==> src/hw/rtl/pfe_pkg.sv <==
// ----------------------------------------------------------------------------
// Playfair encryption package
// Shared constants, types, codes and square geometry helpers.
// ----------------------------------------------------------------------------
`default_nettype none

package pfe_pkg;

   localparam int GRID_SIDE = 5;
   localparam int CELLS     = GRID_SIDE * GRID_SIDE;
   localparam int LETTERS   = 26;
   localparam int CELL_W    = $clog2(CELLS);
   localparam int FILL_W    = $clog2(CELLS + 1);
   localparam int COORD_W   = $clog2(GRID_SIDE);
   localparam int LETTER_W  = $clog2(LETTERS);
   localparam int CHAR_W    = 8;
   localparam int ASCII_W   = 7;
   localparam int CMD_W     = 2;
   localparam int RULE_W    = 2;

   typedef logic [LETTER_W-1:0] letter_type;
   typedef logic [CELL_W-1:0]   cell_type;
   typedef logic [FILL_W-1:0]   fill_type;
   typedef logic [COORD_W-1:0]  coord_type;

   localparam letter_type IDX_I      = letter_type'(8);
   localparam letter_type IDX_J      = letter_type'(9);
   localparam letter_type IDX_LAST   = letter_type'(LETTERS - 1);
   localparam letter_type PAD_RESET  = letter_type'(23);

   localparam logic [CHAR_W-1:0] CHAR_LOWER_A = 8'h61;
   localparam logic [CHAR_W-1:0] CHAR_LOWER_Z = 8'h7a;
   localparam logic [CHAR_W-1:0] CHAR_UPPER_A = 8'h41;
   localparam logic [CHAR_W-1:0] CHAR_UPPER_Z = 8'h5a;
   localparam logic [ASCII_W-1:0] ASCII_LOWER_A = 7'h61;

   typedef enum logic [CMD_W-1:0] {
      CMD_KEY    = 2'd0,
      CMD_FINISH = 2'd1,
      CMD_MSG    = 2'd2,
      CMD_END    = 2'd3
   } cmd_type;

   typedef enum logic [RULE_W-1:0] {
      RULE_ROW  = 2'd0,
      RULE_COL  = 2'd1,
      RULE_RECT = 2'd2
   } rule_type;

   typedef enum logic [2:0] {
      ST_IDLE,
      ST_FILL,
      ST_LOOK,
      ST_CALC,
      ST_EMIT
   } state_type;

   typedef struct packed {
      logic key_place;
      logic fill_start;
      logic fill_step;
      logic msg_take;
      logic end_take;
      logic load_out;
   } ctl_type;

   typedef struct packed {
      cmd_type cmd;
      logic    letter_ok;
      logic    key_ready;
      logic    held_valid;
      logic    walk_last;
      logic    out_free;
   } sts_type;

   function automatic coord_type cell_row(cell_type c);
      coord_type r;
      r = '0;
      for (int i = 1; i < GRID_SIDE; i++) begin
         if (c >= cell_type'(i * GRID_SIDE)) r = coord_type'(i);
      end
      return r;
   endfunction

   function automatic coord_type cell_col(cell_type c);
      cell_type base;
      base = cell_type'(int'(cell_row(c)) * GRID_SIDE);
      return coord_type'(c - base);
   endfunction

   function automatic coord_type coord_next(coord_type k);
      return (k == coord_type'(GRID_SIDE - 1)) ? '0 : coord_type'(k + 1'b1);
   endfunction

   function automatic cell_type cell_at(coord_type r, coord_type k);
      return cell_type'(int'(r) * GRID_SIDE + int'(k));
   endfunction

endpackage

`default_nettype wire

==> src/hw/rtl/pfe_req_if.sv <==
// ----------------------------------------------------------------------------
// Request channel
// Valid/ready channel carrying one command word and its character.
// ----------------------------------------------------------------------------
`default_nettype none

interface pfe_req_if;
   logic                       valid;
   logic                       ready;
   logic [pfe_pkg::CMD_W-1:0]  cmd;
   logic [pfe_pkg::CHAR_W-1:0] character;

   modport source (output valid, output cmd, output character, input ready);
   modport sink   (input valid, input cmd, input character, output ready);
endinterface

`default_nettype wire

==> src/hw/rtl/pfe_rsp_if.sv <==
// ----------------------------------------------------------------------------
// Response channel
// Valid/ready channel carrying one enciphered pair word.
// ----------------------------------------------------------------------------
`default_nettype none

interface pfe_rsp_if;
   logic                        valid;
   logic                        ready;
   logic [pfe_pkg::ASCII_W-1:0] cipher_first;
   logic [pfe_pkg::ASCII_W-1:0] cipher_second;
   logic [pfe_pkg::RULE_W-1:0]  pair_rule;
   logic                        padded;
   logic                        closes_message;

   modport source (output valid, output cipher_first, output cipher_second,
                   output pair_rule, output padded, output closes_message,
                   input ready);
   modport sink   (input valid, input cipher_first, input cipher_second,
                   input pair_rule, input padded, input closes_message,
                   output ready);
endinterface

`default_nettype wire

==> src/hw/rtl/pfe_ram.sv <==
// ----------------------------------------------------------------------------
// Generic RAM
// One write port, two read ports, registered read data.
// ----------------------------------------------------------------------------
`default_nettype none

module pfe_ram #(
   parameter int WIDTH = 8,
   parameter int DEPTH = 32
) (
   input  wire logic                     clock,
   input  wire logic                     wr_en,
   input  wire logic [$clog2(DEPTH)-1:0] wr_addr,
   input  wire logic [WIDTH-1:0]         wr_data,
   input  wire logic [$clog2(DEPTH)-1:0] rd_addr_a,
   input  wire logic [$clog2(DEPTH)-1:0] rd_addr_b,
   output logic      [WIDTH-1:0]         rd_data_a,
   output logic      [WIDTH-1:0]         rd_data_b
);

   logic [WIDTH-1:0] mem_ff [DEPTH];

   always_ff @(posedge clock) begin
      if (wr_en) mem_ff[wr_addr] <= wr_data;
      rd_data_a <= mem_ff[rd_addr_a];
      rd_data_b <= mem_ff[rd_addr_b];
   end

endmodule

`default_nettype wire

==> src/hw/rtl/pfe_ctrl.sv <==
// ----------------------------------------------------------------------------
// Playfair controller
// Sequences key building, the alphabet walk and the two lookup steps.
// ----------------------------------------------------------------------------
`default_nettype none

module pfe_ctrl (
   input  wire logic             clock,
   input  wire logic             reset,
   input  wire logic             req_valid,
   output logic                  req_ready,
   input  wire pfe_pkg::sts_type sts,
   output pfe_pkg::ctl_type      ctl
);

   pfe_pkg::state_type state_ff, state_in;

   always_ff @(posedge clock) begin
      if (reset) state_ff <= pfe_pkg::ST_IDLE;
      else       state_ff <= state_in;
   end

   always_comb begin
      state_in  = state_ff;
      req_ready = 1'b0;
      ctl       = '0;
      case (state_ff)
         pfe_pkg::ST_IDLE: begin
            req_ready = 1'b1;
            if (req_valid) begin
               case (sts.cmd)
                  pfe_pkg::CMD_KEY: begin
                     ctl.key_place = !sts.key_ready && sts.letter_ok;
                  end
                  pfe_pkg::CMD_FINISH: begin
                     if (!sts.key_ready) begin
                        ctl.fill_start = 1'b1;
                        state_in       = pfe_pkg::ST_FILL;
                     end
                  end
                  pfe_pkg::CMD_MSG: begin
                     if (sts.key_ready && sts.letter_ok) begin
                        ctl.msg_take = 1'b1;
                        if (sts.held_valid) state_in = pfe_pkg::ST_LOOK;
                     end
                  end
                  pfe_pkg::CMD_END: begin
                     if (sts.key_ready && sts.held_valid) begin
                        ctl.end_take = 1'b1;
                        state_in     = pfe_pkg::ST_LOOK;
                     end
                  end
                  default: ;
               endcase
            end
         end
         pfe_pkg::ST_FILL: begin
            ctl.fill_step = 1'b1;
            if (sts.walk_last) state_in = pfe_pkg::ST_IDLE;
         end
         pfe_pkg::ST_LOOK: state_in = pfe_pkg::ST_CALC;
         pfe_pkg::ST_CALC: state_in = pfe_pkg::ST_EMIT;
         pfe_pkg::ST_EMIT: begin
            if (sts.out_free) begin
               ctl.load_out = 1'b1;
               state_in     = pfe_pkg::ST_IDLE;
            end
         end
         default: state_in = pfe_pkg::ST_IDLE;
      endcase
   end

endmodule

`default_nettype wire

==> src/hw/rtl/pfe_datapath.sv <==
// ----------------------------------------------------------------------------
// Playfair datapath
// Letter folding, key square stores, pair forming and the cipher rules.
// ----------------------------------------------------------------------------
`default_nettype none

module pfe_datapath (
   input  wire logic                        clock,
   input  wire logic                        reset,
   input  wire logic                        csr_wr_en,
   input  wire pfe_pkg::letter_type         csr_wr_data,
   input  wire logic [pfe_pkg::CMD_W-1:0]   req_cmd,
   input  wire logic [pfe_pkg::CHAR_W-1:0]  req_character,
   input  wire pfe_pkg::ctl_type            ctl,
   output pfe_pkg::sts_type                 sts,
   input  wire logic                        rsp_ready,
   output logic                             rsp_valid,
   output logic [pfe_pkg::ASCII_W-1:0]      rsp_first,
   output logic [pfe_pkg::ASCII_W-1:0]      rsp_second,
   output logic [pfe_pkg::RULE_W-1:0]       rsp_rule,
   output logic                             rsp_padded,
   output logic                             rsp_closes
);

   pfe_pkg::letter_type       pad_ff;
   logic [pfe_pkg::LETTERS-1:0] used_ff;
   pfe_pkg::fill_type         fill_ff;
   pfe_pkg::letter_type       walk_ff;
   logic                      key_ready_ff;
   logic                      held_valid_ff;
   pfe_pkg::letter_type       held_ff;
   pfe_pkg::letter_type       a_ff, b_ff;
   logic                      padded_ff, closes_ff;
   logic                      rsp_valid_ff;
   logic [pfe_pkg::ASCII_W-1:0] first_ff, second_ff;
   pfe_pkg::rule_type         rule_ff, rule_in;

   logic [pfe_pkg::CHAR_W-1:0] lower_off, upper_off;
   logic                      lower_hit, upper_hit;
   pfe_pkg::letter_type       raw_idx, fold_idx, pad_idx;

   logic                      place_en, place_go;
   pfe_pkg::letter_type       place_idx;

   pfe_pkg::cell_type         lc_a, lc_b, ks_addr_a, ks_addr_b;
   pfe_pkg::letter_type       ks_a, ks_b;
   pfe_pkg::coord_type        r1, r2, k1, k2;

   // fold letters, j to i
   assign lower_off = req_character - pfe_pkg::CHAR_LOWER_A;
   assign upper_off = req_character - pfe_pkg::CHAR_UPPER_A;
   assign lower_hit = (req_character >= pfe_pkg::CHAR_LOWER_A) &&
                      (req_character <= pfe_pkg::CHAR_LOWER_Z);
   assign upper_hit = (req_character >= pfe_pkg::CHAR_UPPER_A) &&
                      (req_character <= pfe_pkg::CHAR_UPPER_Z);
   assign raw_idx   = lower_hit ? lower_off[pfe_pkg::LETTER_W-1:0]
                                : upper_off[pfe_pkg::LETTER_W-1:0];
   assign fold_idx  = (raw_idx == pfe_pkg::IDX_J) ? pfe_pkg::IDX_I : raw_idx;

   always_comb begin
      pad_idx = pad_ff;
      if (pad_ff > pfe_pkg::IDX_LAST) pad_idx = pfe_pkg::IDX_LAST;
      else if (pad_ff == pfe_pkg::IDX_J) pad_idx = pfe_pkg::IDX_I;
   end

   // key placement
   always_comb begin
      place_idx = ctl.fill_step ? walk_ff : fold_idx;
      place_en  = ctl.key_place || (ctl.fill_step && walk_ff != pfe_pkg::IDX_J);
      place_go  = place_en && !used_ff[place_idx] &&
                  (fill_ff < pfe_pkg::fill_type'(pfe_pkg::CELLS));
   end

   pfe_ram #(.WIDTH(pfe_pkg::CELL_W), .DEPTH(pfe_pkg::LETTERS)) u_letter_cell (
      .clock     (clock),
      .wr_en     (place_go),
      .wr_addr   (place_idx),
      .wr_data   (fill_ff[pfe_pkg::CELL_W-1:0]),
      .rd_addr_a (a_ff),
      .rd_addr_b (b_ff),
      .rd_data_a (lc_a),
      .rd_data_b (lc_b)
   );

   pfe_ram #(.WIDTH(pfe_pkg::LETTER_W), .DEPTH(pfe_pkg::CELLS)) u_key_square (
      .clock     (clock),
      .wr_en     (place_go),
      .wr_addr   (fill_ff[pfe_pkg::CELL_W-1:0]),
      .wr_data   (place_idx),
      .rd_addr_a (ks_addr_a),
      .rd_addr_b (ks_addr_b),
      .rd_data_a (ks_a),
      .rd_data_b (ks_b)
   );

   // row, column and rectangle rules
   always_comb begin
      r1 = pfe_pkg::cell_row(lc_a);
      r2 = pfe_pkg::cell_row(lc_b);
      k1 = pfe_pkg::cell_col(lc_a);
      k2 = pfe_pkg::cell_col(lc_b);
      if (r1 == r2) begin
         ks_addr_a = pfe_pkg::cell_at(r1, pfe_pkg::coord_next(k1));
         ks_addr_b = pfe_pkg::cell_at(r2, pfe_pkg::coord_next(k2));
         rule_in   = pfe_pkg::RULE_ROW;
      end else if (k1 == k2) begin
         ks_addr_a = pfe_pkg::cell_at(pfe_pkg::coord_next(r1), k1);
         ks_addr_b = pfe_pkg::cell_at(pfe_pkg::coord_next(r2), k2);
         rule_in   = pfe_pkg::RULE_COL;
      end else begin
         ks_addr_a = pfe_pkg::cell_at(r1, k2);
         ks_addr_b = pfe_pkg::cell_at(r2, k1);
         rule_in   = pfe_pkg::RULE_RECT;
      end
   end

   always_ff @(posedge clock) begin
      if (reset) begin
         pad_ff        <= pfe_pkg::PAD_RESET;
         used_ff       <= '0;
         fill_ff       <= '0;
         walk_ff       <= '0;
         key_ready_ff  <= 1'b0;
         held_valid_ff <= 1'b0;
         held_ff       <= '0;
         rsp_valid_ff  <= 1'b0;
      end else begin
         if (csr_wr_en) pad_ff <= csr_wr_data;
         if (place_go) begin
            used_ff[place_idx] <= 1'b1;
            fill_ff            <= pfe_pkg::fill_type'(fill_ff + 1'b1);
         end
         if (ctl.fill_start) walk_ff <= '0;
         if (ctl.fill_step) begin
            walk_ff <= pfe_pkg::letter_type'(walk_ff + 1'b1);
            if (walk_ff == pfe_pkg::IDX_LAST) key_ready_ff <= 1'b1;
         end
         if (ctl.msg_take) begin
            if (!held_valid_ff) begin
               held_ff       <= fold_idx;
               held_valid_ff <= 1'b1;
            end else if (fold_idx != held_ff) begin
               held_ff       <= '0;
               held_valid_ff <= 1'b0;
            end
         end
         if (ctl.end_take) begin
            held_ff       <= '0;
            held_valid_ff <= 1'b0;
         end
         if (ctl.load_out)   rsp_valid_ff <= 1'b1;
         else if (rsp_ready) rsp_valid_ff <= 1'b0;
      end
   end

   // pair and result words
   always_ff @(posedge clock) begin
      if (ctl.msg_take && held_valid_ff) begin
         a_ff      <= held_ff;
         b_ff      <= (fold_idx == held_ff) ? pad_idx : fold_idx;
         padded_ff <= (fold_idx == held_ff);
         closes_ff <= 1'b0;
      end
      if (ctl.end_take) begin
         a_ff      <= held_ff;
         b_ff      <= pad_idx;
         padded_ff <= 1'b1;
         closes_ff <= 1'b1;
      end
      if (ctl.load_out) begin
         first_ff   <= pfe_pkg::ASCII_LOWER_A + pfe_pkg::ASCII_W'(ks_a);
         second_ff  <= pfe_pkg::ASCII_LOWER_A + pfe_pkg::ASCII_W'(ks_b);
         rule_ff    <= rule_in;
         rsp_padded <= padded_ff;
         rsp_closes <= closes_ff;
      end
   end

   always_comb begin
      sts.cmd        = pfe_pkg::cmd_type'(req_cmd);
      sts.letter_ok  = lower_hit || upper_hit;
      sts.key_ready  = key_ready_ff;
      sts.held_valid = held_valid_ff;
      sts.walk_last  = (walk_ff == pfe_pkg::IDX_LAST);
      sts.out_free   = !rsp_valid_ff || rsp_ready;
   end

   assign rsp_valid  = rsp_valid_ff;
   assign rsp_first  = first_ff;
   assign rsp_second = second_ff;
   assign rsp_rule   = rule_ff;

endmodule

`default_nettype wire

==> src/hw/rtl/playfair_digraph_encrypt.sv <==
// ----------------------------------------------------------------------------
// Playfair digraph encryption
// Builds a 5x5 key square from key words and enciphers message letter pairs.
// ----------------------------------------------------------------------------
// A key word is placed as it is accepted. Finish key is accepted, then walks
// the alphabet, one letter a cycle, placing each unused letter but j.
// A message letter that completes a pair, or end of message with a held
// letter, is followed by two registered store reads in turn, letter to
// cell and then cell to letter, before the result register loads; the load
// waits only while the previous result has not been taken. Any other word
// leaves the controller idle. Message words before finish key are dropped;
// the key is fixed until reset. pad_ff is written by csr_wr_en/csr_wr_data.
// ----------------------------------------------------------------------------
`default_nettype none

module playfair_digraph_encrypt (
   input  wire logic                       clock,
   input  wire logic                       reset,
   input  wire logic                       csr_wr_en,
   input  wire logic [pfe_pkg::LETTER_W-1:0] csr_wr_data,
   pfe_req_if.sink                         req,
   pfe_rsp_if.source                       rsp
);

   pfe_pkg::ctl_type ctl;
   pfe_pkg::sts_type sts;
   logic             req_ready;
   logic             rsp_valid;

   pfe_ctrl u_ctrl (
      .clock     (clock),
      .reset     (reset),
      .req_valid (req.valid),
      .req_ready (req_ready),
      .sts       (sts),
      .ctl       (ctl)
   );

   pfe_datapath u_datapath (
      .clock         (clock),
      .reset         (reset),
      .csr_wr_en     (csr_wr_en),
      .csr_wr_data   (csr_wr_data),
      .req_cmd       (req.cmd),
      .req_character (req.character),
      .ctl           (ctl),
      .sts           (sts),
      .rsp_ready     (rsp.ready),
      .rsp_valid     (rsp_valid),
      .rsp_first     (rsp.cipher_first),
      .rsp_second    (rsp.cipher_second),
      .rsp_rule      (rsp.pair_rule),
      .rsp_padded    (rsp.padded),
      .rsp_closes    (rsp.closes_message)
   );

   assign req.ready = req_ready;
   assign rsp.valid = rsp_valid;

endmodule

`default_nettype wire
==> src/flat_wrapper.sv <==
// flat-port wrapper written by rule: the top's interface ports become plain ports
module playfair_digraph_encrypt_flat 
  (clock, reset, csr_wr_en, csr_wr_data, req_valid, req_cmd, req_character, req_ready, rsp_valid, rsp_cipher_first, rsp_cipher_second, rsp_pair_rule, rsp_padded, rsp_closes_message, rsp_ready);
  pfe_req_if req_i ();
  pfe_rsp_if rsp_i ();
  input  wire logic clock;
  input  wire logic reset;
  input  wire logic csr_wr_en;
  input  wire logic [pfe_pkg::LETTER_W-1:0] csr_wr_data;
  input wire logic [$bits(req_i.valid)-1:0] req_valid;
  input wire logic [$bits(req_i.cmd)-1:0] req_cmd;
  input wire logic [$bits(req_i.character)-1:0] req_character;
  output wire logic [$bits(req_i.ready)-1:0] req_ready;
  output wire logic [$bits(rsp_i.valid)-1:0] rsp_valid;
  output wire logic [$bits(rsp_i.cipher_first)-1:0] rsp_cipher_first;
  output wire logic [$bits(rsp_i.cipher_second)-1:0] rsp_cipher_second;
  output wire logic [$bits(rsp_i.pair_rule)-1:0] rsp_pair_rule;
  output wire logic [$bits(rsp_i.padded)-1:0] rsp_padded;
  output wire logic [$bits(rsp_i.closes_message)-1:0] rsp_closes_message;
  input wire logic [$bits(rsp_i.ready)-1:0] rsp_ready;
  assign req_i.valid = req_valid;
  assign req_i.cmd = req_cmd;
  assign req_i.character = req_character;
  assign req_ready = req_i.ready;
  assign rsp_valid = rsp_i.valid;
  assign rsp_cipher_first = rsp_i.cipher_first;
  assign rsp_cipher_second = rsp_i.cipher_second;
  assign rsp_pair_rule = rsp_i.pair_rule;
  assign rsp_padded = rsp_i.padded;
  assign rsp_closes_message = rsp_i.closes_message;
  assign rsp_i.ready = rsp_ready;
  playfair_digraph_encrypt u_core (.clock(clock), .reset(reset), .csr_wr_en(csr_wr_en), .csr_wr_data(csr_wr_data), .req(req_i), .rsp(rsp_i));
endmodule
==> config.mk <==
export PLATFORM = sky130hd
export DESIGN_NAME = playfair_digraph_encrypt_flat
export DESIGN_NICKNAME = d
export VERILOG_FILES = /design/src/hw/rtl/pfe_pkg.sv /design/src/hw/rtl/pfe_req_if.sv /design/src/hw/rtl/pfe_rsp_if.sv /design/src/hw/rtl/pfe_ram.sv /design/src/hw/rtl/pfe_ctrl.sv /design/src/hw/rtl/pfe_datapath.sv /design/src/hw/rtl/playfair_digraph_encrypt.sv /design/src/flat_wrapper.sv
export SDC_FILE = /design/constraint.sdc
export NUM_CORES = 1
export LEC_CHECK = 0
export BUFFER_PORTS_ARGS = -buffer_cell sky130_fd_sc_hd__buf_2
export CAP_MARGIN = 20
export CORE_MARGIN = 1.5
export CORE_UTILIZATION = 35
export CTS_CLUSTER_DIAMETER = 120
export DETAILED_ROUTE_END_ITERATION = 7
export GPL_ROUTABILITY_DRIVEN = 0
export PLACE_DENSITY = 0.49
export REMOVE_ABC_BUFFERS = 1
export SLEW_MARGIN = 20
export SYNTH_ARGS = -nofsm -noshare
export SYNTH_HDL_FRONTEND = slang
export SYNTH_SLANG_ARGS = --single-unit
==> constraint.sdc <==
create_clock -name clock -period 11.9 [get_ports clock]
set_input_delay 0.595 -clock clock [delete_from_list [all_inputs] [get_ports clock]]
set_output_delay 0.595 -clock clock [all_outputs]
set_load 0.01 [all_outputs]
; ---- After elaboration in Yosys (flattened, before gate mapping)
; Memory sizes are Yosys's and may differ from the RTL's. A register that Yosys moved wholly into a read port is not among the register bits.
; Index checks and enable logic that the tools add are counted.
[word_totals]
regBits = 82
ram_bits = 255
inputBits = 20
output_inout_bits = 20
elab_cells = 177
memories = 2
[memory_table]
columns = name, depth, word_bits, read_ports, rd_ports_with_merged_regs, write_ports, line_no
row1 = u_core.u_datapath.u_letter_cell.mem_ff, 26, 5, 2, 2, 1, pfe_ram.sv:21  ; logic [WIDTH-1:0] mem_ff [DEPTH];
row2 = u_core.u_datapath.u_key_square.mem_ff, 25, 5, 2, 2, 1, pfe_ram.sv:21
[op_classes]
n_addsub = 18
mul = 4
magnitude_cmp = 16
n_eq_ne = 28
muxes = 65
bitwise = 1
reduce_logical = 25
[ops]
columns = operator, n
row1 = 5-bit 2-to-1 mux, 18
row2 = 3-bit 2-to-1 mux, 17
row3 = 26-bit OR, 1
row4 = 1-bit 2-to-1 mux, 21
row5 = 5-bit by 3-bit adder with 5-bit output, 4
row6 = "5-bit by 4-bit greater-or-equal comparator with 1-bit output, second input constant", 4
row7 = "3-bit by 3-bit multiplier with 5-bit output, second input constant", 4
row8 = "8-bit by 7-bit greater-or-equal comparator with 1-bit output, second input constant", 2
row9 = "8-bit by 7-bit <= comparator with 1-bit output, second input constant", 2
row10 = "3-bit == test, second input constant", 5
row11 = 3-bit one-hot mux with 5 select lines, 1
row12 = "6-bit by 6-bit adder with 7-bit output, first input constant", 2
row13 = "3-bit by 1-bit adder with 3-bit output, second input constant", 4
row14 = "3-bit inequality test, second input constant", 4
row15 = "5-bit by 1-bit adder with 5-bit output, second input constant", 2
row16 = 5-bit by 4-bit adder with 5-bit output, 2
row17 = "5-bit by 4-bit == test with 1-bit output, second input constant", 2
row18 = "5-bit by 3-bit greater-or-equal comparator with 1-bit output, second input constant", 2
row19 = "5-bit greater-or-equal comparator, second input constant", 2
row20 = 1-bit logical AND, 10
row21 = 2-bit 2-to-1 mux, 5
row22 = "5-bit by 1-bit subtractor with 5-bit output, second input constant", 2
row23 = 3-bit one-hot mux with 3 select lines, 1
row24 = 8-bit AND reduction, 1
row25 = 26 further kinds, 39

; ---- Depth between registers and ports, before layout
[logic_depth]
ltp_word = 13
ltp_mapped = 25
depth_no_buf = 24

; ---- Cells and area by module
; From an unflattened synthesis, not the netlist that was laid out.
[unflattened]
hier_cells = 1382
hier_area_um2 = 18560.3
[modules_own_cells]
columns = module, n_inst, cells_each, area_each_um2, seq_area_each_um2
row1 = pfe_ram at u_core.u_datapath.u_letter_cell, 1, 412, 6497.5, 4103.9
row2 = pfe_ram at u_core.u_datapath.u_key_square, 1, 360, 6256.0, 3953.8
row3 = pfe_datapath, 1, 570, 5495.3, 1861.8
row4 = pfe_ctrl, 1, 40, 311.5, 60.1

; ---- Worst setup path before layout
; No wires, ideal clock.
[synth_path]
path_type = flip-flop to flip-flop
start = reg u_core.u_datapath.u_letter_cell.rd_data_b[1] (read register of u_core.u_datapath.u_letter_cell.mem_ff)
end = reg u_core.u_datapath.u_key_square.rd_data_b[1] (read register of u_core.u_datapath.u_key_square.mem_ff)
setup_time_ps = 64
arrival_time_ps = 4834
t_required_ps = 11836
path_slack_ps = 7002
stages_incl_launch_ff = 25
n_path_buf = 0
period_less_slack_ps = 4898
cell_sequence = dfxtp_1 -> nor2b_1 -> o21ai_0 -> a221o_1 -> inv_1 -> nor2_1 -> ha_1 -> inv_1 -> fa_1 -> and3_1 -> a221oi_1 -> nand3_1 -> inv_1 -> ha_1 -> ha_1 -> a21o_1 -> a21oi_1 -> xnor2_1 -> nor3_1 -> a221o_1 -> a2bb2oi_1 -> nand2b_1 -> or4b_1 -> o211a_1 -> nand4_1
[synth_via]
elab_chain_len = 11
elab_cells_between_ends = 24
cone_classes = add/sub: 6 / mul: 2 / order compare: 4 / eq/ne: 4 / mux: 8
[synth_rtl]
columns = element, line_no
row1 = from (decl), pfe_ram.sv:18  ; output logic [WIDTH-1:0] rd_data_b
row2 = 5-bit by 3-bit greater-or-equal comparator with 1-bit output, pfe_pkg.sv:80  ; if (c >= cell_type'(i * GRID_SIDE)) r = coord_type'(i);
row3 = 1-bit 2-to-1 mux, pfe_pkg.sv:80
row4 = 3-bit 2-to-1 mux (3 in series), pfe_pkg.sv:80
row5 = "3-bit by 3-bit multiplier with 5-bit output, or another cell as far along", pfe_pkg.sv:96  ; return cell_type'(int'(r) * GRID_SIDE + int'(k));
row6 = 3-bit subtractor or 3-bit 2-to-1 mux (tied branches), "pfe_pkg.sv:88, pfe_pkg.sv:92"
row7 = "3-bit by 1-bit adder with 3-bit output, or another cell as far along", pfe_pkg.sv:92  ; return (k == coord_type'(GRID_SIDE - 1)) ? '0 : coord_type'(k + 1'b1);
row8 = 3-bit 2-to-1 mux or 5-bit by 3-bit adder with 5-bit output (tied branches), "pfe_pkg.sv:92, pfe_pkg.sv:96"
row9 = 5-bit by 4-bit adder with 5-bit output or 5-bit 2-to-1 mux (tied branches), "pfe_pkg.sv:96, pfe_datapath.sv:106"
row10 = 5-bit 2-to-1 mux *, pfe_datapath.sv:102  ; if (r1 == r2) begin
row11 = to (decl), pfe_ram.sv:18
; Every way passes the cells marked *; elsewhere a longest branch is shown, timed or not.
; A chain may end at the register's enable or synchronous reset.

; ---- Worst setup path after layout
[layout_path]
start = reg u_core.u_datapath.u_letter_cell.rd_data_a[1] (read register of u_core.u_datapath.u_letter_cell.mem_ff)
end = reg u_core.u_datapath.u_key_square.rd_data_a[3] (read register of u_core.u_datapath.u_key_square.mem_ff)
[layout_via]
elab_chain_len = 11
elab_cells_between_ends = 24
cone_classes = add/sub: 6 / mul: 2 / order compare: 4 / eq/ne: 4 / mux: 8
[layout_rtl]
columns = element, line_no
row1 = from (decl), pfe_ram.sv:17  ; output logic [WIDTH-1:0] rd_data_a,
row2 = 5-bit by 3-bit greater-or-equal comparator with 1-bit output, pfe_pkg.sv:80
row3 = 1-bit 2-to-1 mux, pfe_pkg.sv:80
row4 = 3-bit 2-to-1 mux (3 in series), pfe_pkg.sv:80
row5 = "3-bit by 3-bit multiplier with 5-bit output, or another cell as far along", pfe_pkg.sv:96
row6 = 3-bit subtractor or 3-bit 2-to-1 mux (tied branches), "pfe_pkg.sv:88, pfe_pkg.sv:92"
row7 = "3-bit by 1-bit adder with 3-bit output, or another cell as far along", pfe_pkg.sv:92
row8 = 3-bit 2-to-1 mux or 5-bit by 3-bit adder with 5-bit output (tied branches), "pfe_pkg.sv:92, pfe_pkg.sv:96"
row9 = 5-bit by 4-bit adder with 5-bit output or 5-bit 2-to-1 mux (tied branches), "pfe_pkg.sv:96, pfe_datapath.sv:106"
row10 = 5-bit 2-to-1 mux *, pfe_datapath.sv:102
row11 = to (decl), pfe_ram.sv:17
; Marks and branches as above.

==> flow_summary.json <==
{
  "cts_tree": "done",
  "cp_max_fo": 7,
  "crit_path_max_incr_delay_ns": 0.78,
  "clkLatencyLatePin_ns": 0.57,
  "synth_cells": 1436,
  "grt_pass1_wl_mm": 74.6,
  "maxCapViolations": 0,
  "cp.arrival_ns": 6.63,
  "ctsHoldBuffers": 0,
  "drive_above_1_share": 0.160,
  "crit_chain": "nor2_1 > o21ai_0 > a221oi_1 > nor2_1 > ha_1 > inv_1 > fa_1 > inv_1 > nor3_2 > nor2_1 > ha_1 > ha_1 > a21o_1 > a21oi_1 > xor2_1 > xnor2_1 > o32ai_1 > inv_1 > a2111oi_0 > o311ai_0",
  "synth_edf_count": 283,
  "postCtsSetupRepairBufs": 0,
  "start_util": 0.353,
  "synthArstFlopShare": 0,
  "cts_resized": 0,
  "finalHoldViolCount": 0,
  "period_needed_ns": 6.27,
  "cts_made_buffers": 42,
  "clk_pin_slew_ns": 0.06,
  "finalWorstSetupSlack_ns": 5.63,
  "start_kind": "flip-flop",
  "grt_overflow": 0,
  "p_per_area_mw_per_mm2": 137,
  "drc": 0,
  "drt_wl_total_mm": 48.8,
  "setup_violations": 0,
  "clockBufferDepth": 3,
  "vias": 11932,
  "syn_area_sq_mm": 0.0181,
  "grt_antenna_before_repair": 2,
  "crit_slowest_cell": "a221oi_1",
  "status": "completed",
  "nNetsFinal": 1549,
  "htree_levels": 2,
  "drtIter0Drc": 1038,
  "p_leak_nw": 7.06,
  "cts_sinks": 357,
  "dp_slack_ns": 5.57,
  "antenna_cells": 0,
  "relSlewSlack": 0.312,
  "dieArea_sq_mm": 0.0530,
  "portBuffers": 39,
  "avgSynthCellArea_sq_um": 12.6,
  "synth_cell_type_count": 75,
  "area_growth_pct": 12.4,
  "routed_via_density": 5.47,
  "clock_skew_ns": 0.0312,
  "cts_root_buf": "clkbuf_16",
  "period_share": 0.527,
  "ir_drop_uv": 83.8,
  "max_freq_ghz": 0.159,
  "hpwl_mm": 33.3,
  "synth_warnings": 0,
  "regArea_sq_mm": 0.00998,
  "r2r_slack_ns": 5.63,
  "ys_seq_area_frac": 0.552,
  "coreArea_sq_mm": 0.0512,
  "drtAntennaViolNets": 0,
  "rows": 83,
  "hp-class": "in2reg",
  "final_max_slew_viol_count": 0,
  "ys.flop_type": "edfxtp_1",
  "ys_ff_latch": 357,
  "nFillCells": 4841,
  "rsz0062_at_grt": "no",
  "cp_data_required_time_ns": 12.26,
  "groute.usage.overall": 0.186,
  "post_drt_wl_per_cell_um": 22.3,
  "tns_ns": 0,
  "grt_max_degree": 47,
  "die_h_um": 230,
  "tightest_slew_ns": 1.03,
  "multi_input_area_sq_mm": 0.00762,
  "grt_pass1_vias": 11930,
  "drt_pass1_iterations": 5,
  "critPathCaptureType": "flip-flop",
  "die_w_um": 230,
  "criticalPathCategory": "reg2reg",
  "ios": 40
}
-- worst paths after layout --
check                                                       start                                             endpoint  depth (start not counted)
min                                                csr_wr_data[4]             u_core.u_datapath.pad_ff[4]$_SDFFE_PP1P_                          3
min reg2reg            u_core.u_datapath.used_ff[20]$_SDFFE_PP0P_           u_core.u_datapath.used_ff[20]$_SDFFE_PP0P_                          1
max reg2reg  u_core.u_datapath.u_letter_cell.rd_data_a[1]$_DFF_P_  u_core.u_datapath.u_key_square.rd_data_a[3]$_DFF_P_                         20
max          u_core.u_datapath.u_letter_cell.rd_data_a[1]$_DFF_P_  u_core.u_datapath.u_key_square.rd_data_a[3]$_DFF_P_                         20
-- where the power goes --
group	internal (mW)	switching, mW	leakage, nW	total (mW)
combinational	0.0513	0.118	3.30	0.169
sequential	1.36	0.00825	3.12	1.37
clock	0.716	0.517	0.642	1.23
total	2.13	0.643	7.06	2.78
-- cells in the final DEF (no fill, tap or decap), drive strengths merged, types with 11 or more instances in the layout --
cell type    n
ha          52
o211ai      11
a21oi       70
clkbuf      54
a22oi       12
a32oi       14
edfxtp     283
and2        11
nor3        24
mux2i       53
o21a        30
o21ai       31
a211oi      24
a31oi       13
inv         49
mux2        16
dfxtp       74
nor2b       14
xnor2       18
xor2        12
nor2       130
nand2      174
clkinv      18
nand4       19
mux4        84
buf         61
nand3       38
-- worst max-delay path: cells and delay by family (launching register included) --
family                     cells  cell delay (ns)
adders and majority gates      4             1.08
buffers and inverters          3             0.31
AOI/OAI and AO/OA              7             3.04
xor gates and xnor gates       2             0.28
and+or+nand+nor                4             0.98
DFF                            1             0.38
-- through the flow --
step	hold slack [ns]	power (mW)	area, sq um	cells	utilization
final	0.255	2.78	20300	2183	0.396
after global routing	0.252	2.88	20300	2183	0.396
after CTS	0.224	2.81	20300	2183	0.396
after detailed placement	0.447	1.57	19000	2105	0.371
after global placement	0.439	1.57	19000	2105	0.371
after floorplan	0.408	1.50	17700	1364	-
-- cells in the mapped netlist (all sizes together) (8+ instances only) --
library cell	instances	share of area
inv	47	0.0098
o21a	30	0.012
a21o	9	0.0037
fa	8	0.0089
a31oi	13	0.0045
nor2b	14	0.0048
nor3	24	0.0069
nand4	19	0.0066
and2	11	0.0039
a21oi	70	0.019
dfxtp	74	0.082
xnor2	18	0.0087
and3	9	0.0031
nand3	38	0.011
a211oi	24	0.010
xor2	12	0.0058
or2	9	0.0031
ha	52	0.036
mux4	84	0.11
clkbuf	44	0.0091
edfxtp	283	0.47
mux2i	53	0.029
buf	28	0.0085
a22oi	12	0.0050
o211ai	11	0.0046
a32oi	14	0.0068
nand2	174	0.037
mux2	16	0.010
nor2	130	0.027
o21ai	31	0.0090
-- cells by family (layout without fill, tap and decap cells) --
group | Yosys count | count (layout) | share of synthesized area
XOR/XNOR | 30 | 30 | 0.0145
AND/OR/NAND/NOR | 464 | 464 | 0.119
flip-flops | 357 | 357 | 0.552
buffers and inverters | 119 | 186 | 0.0274
AO/OA/AOI/OAI | 253 | 253 | 0.0956
multiplexers | 153 | 153 | 0.146
adder cells (fa/ha/maj) | 60 | 60 | 0.0449
-- flip-flops by register name, summed over array words and instances, names as in the netlist, 2 cells and up --
register / flops
u_core.u_ctrl.state_ff: 3
u_core.u_datapath.pad_ff: 5
u_core.u_datapath.rsp_second: 7
u_core.u_datapath.rsp_first: 7
u_core.u_datapath.u_letter_cell.rd_data_a: 5
u_core.u_datapath.rsp_rule: 2
u_core.u_datapath.u_key_square.rd_data_a: 5
u_core.u_datapath.u_key_square.mem_ff: 125
u_core.u_datapath.held_ff: 5
u_core.u_datapath.u_key_square.rd_data_b: 5
u_core.u_datapath.a_ff: 5
u_core.u_datapath.b_ff: 5
u_core.u_datapath.u_letter_cell.mem_ff: 130
u_core.u_datapath.used_ff: 26
u_core.u_datapath.fill_ff: 5
u_core.u_datapath.u_letter_cell.rd_data_b: 5
u_core.u_datapath.walk_ff: 5
-- metal layers --
layer  vias up  part of all wire  track usage
met5         -                 0            0
met4         0             0.027       0.0609
met3        89             0.050       0.0260
met2       339              0.47        0.307
met1      5967              0.45        0.253
li1       5537                 -            -
-- cell type report --
| cell class | instances | share of cell area |
|---|---|---|
| repair buffers | 61 | 0.0178 |
| inverters | 47 | 0.00869 |
| clock inverters | 24 | 0.00918 |
| multi-input cells | 960 | 0.375 |
| well taps | 680 | 0.0419 |
| flip-flops and latches | 357 | 0.492 |
| clock buffers | 54 | 0.0555 |
Power figures use the tool's default switching activity.
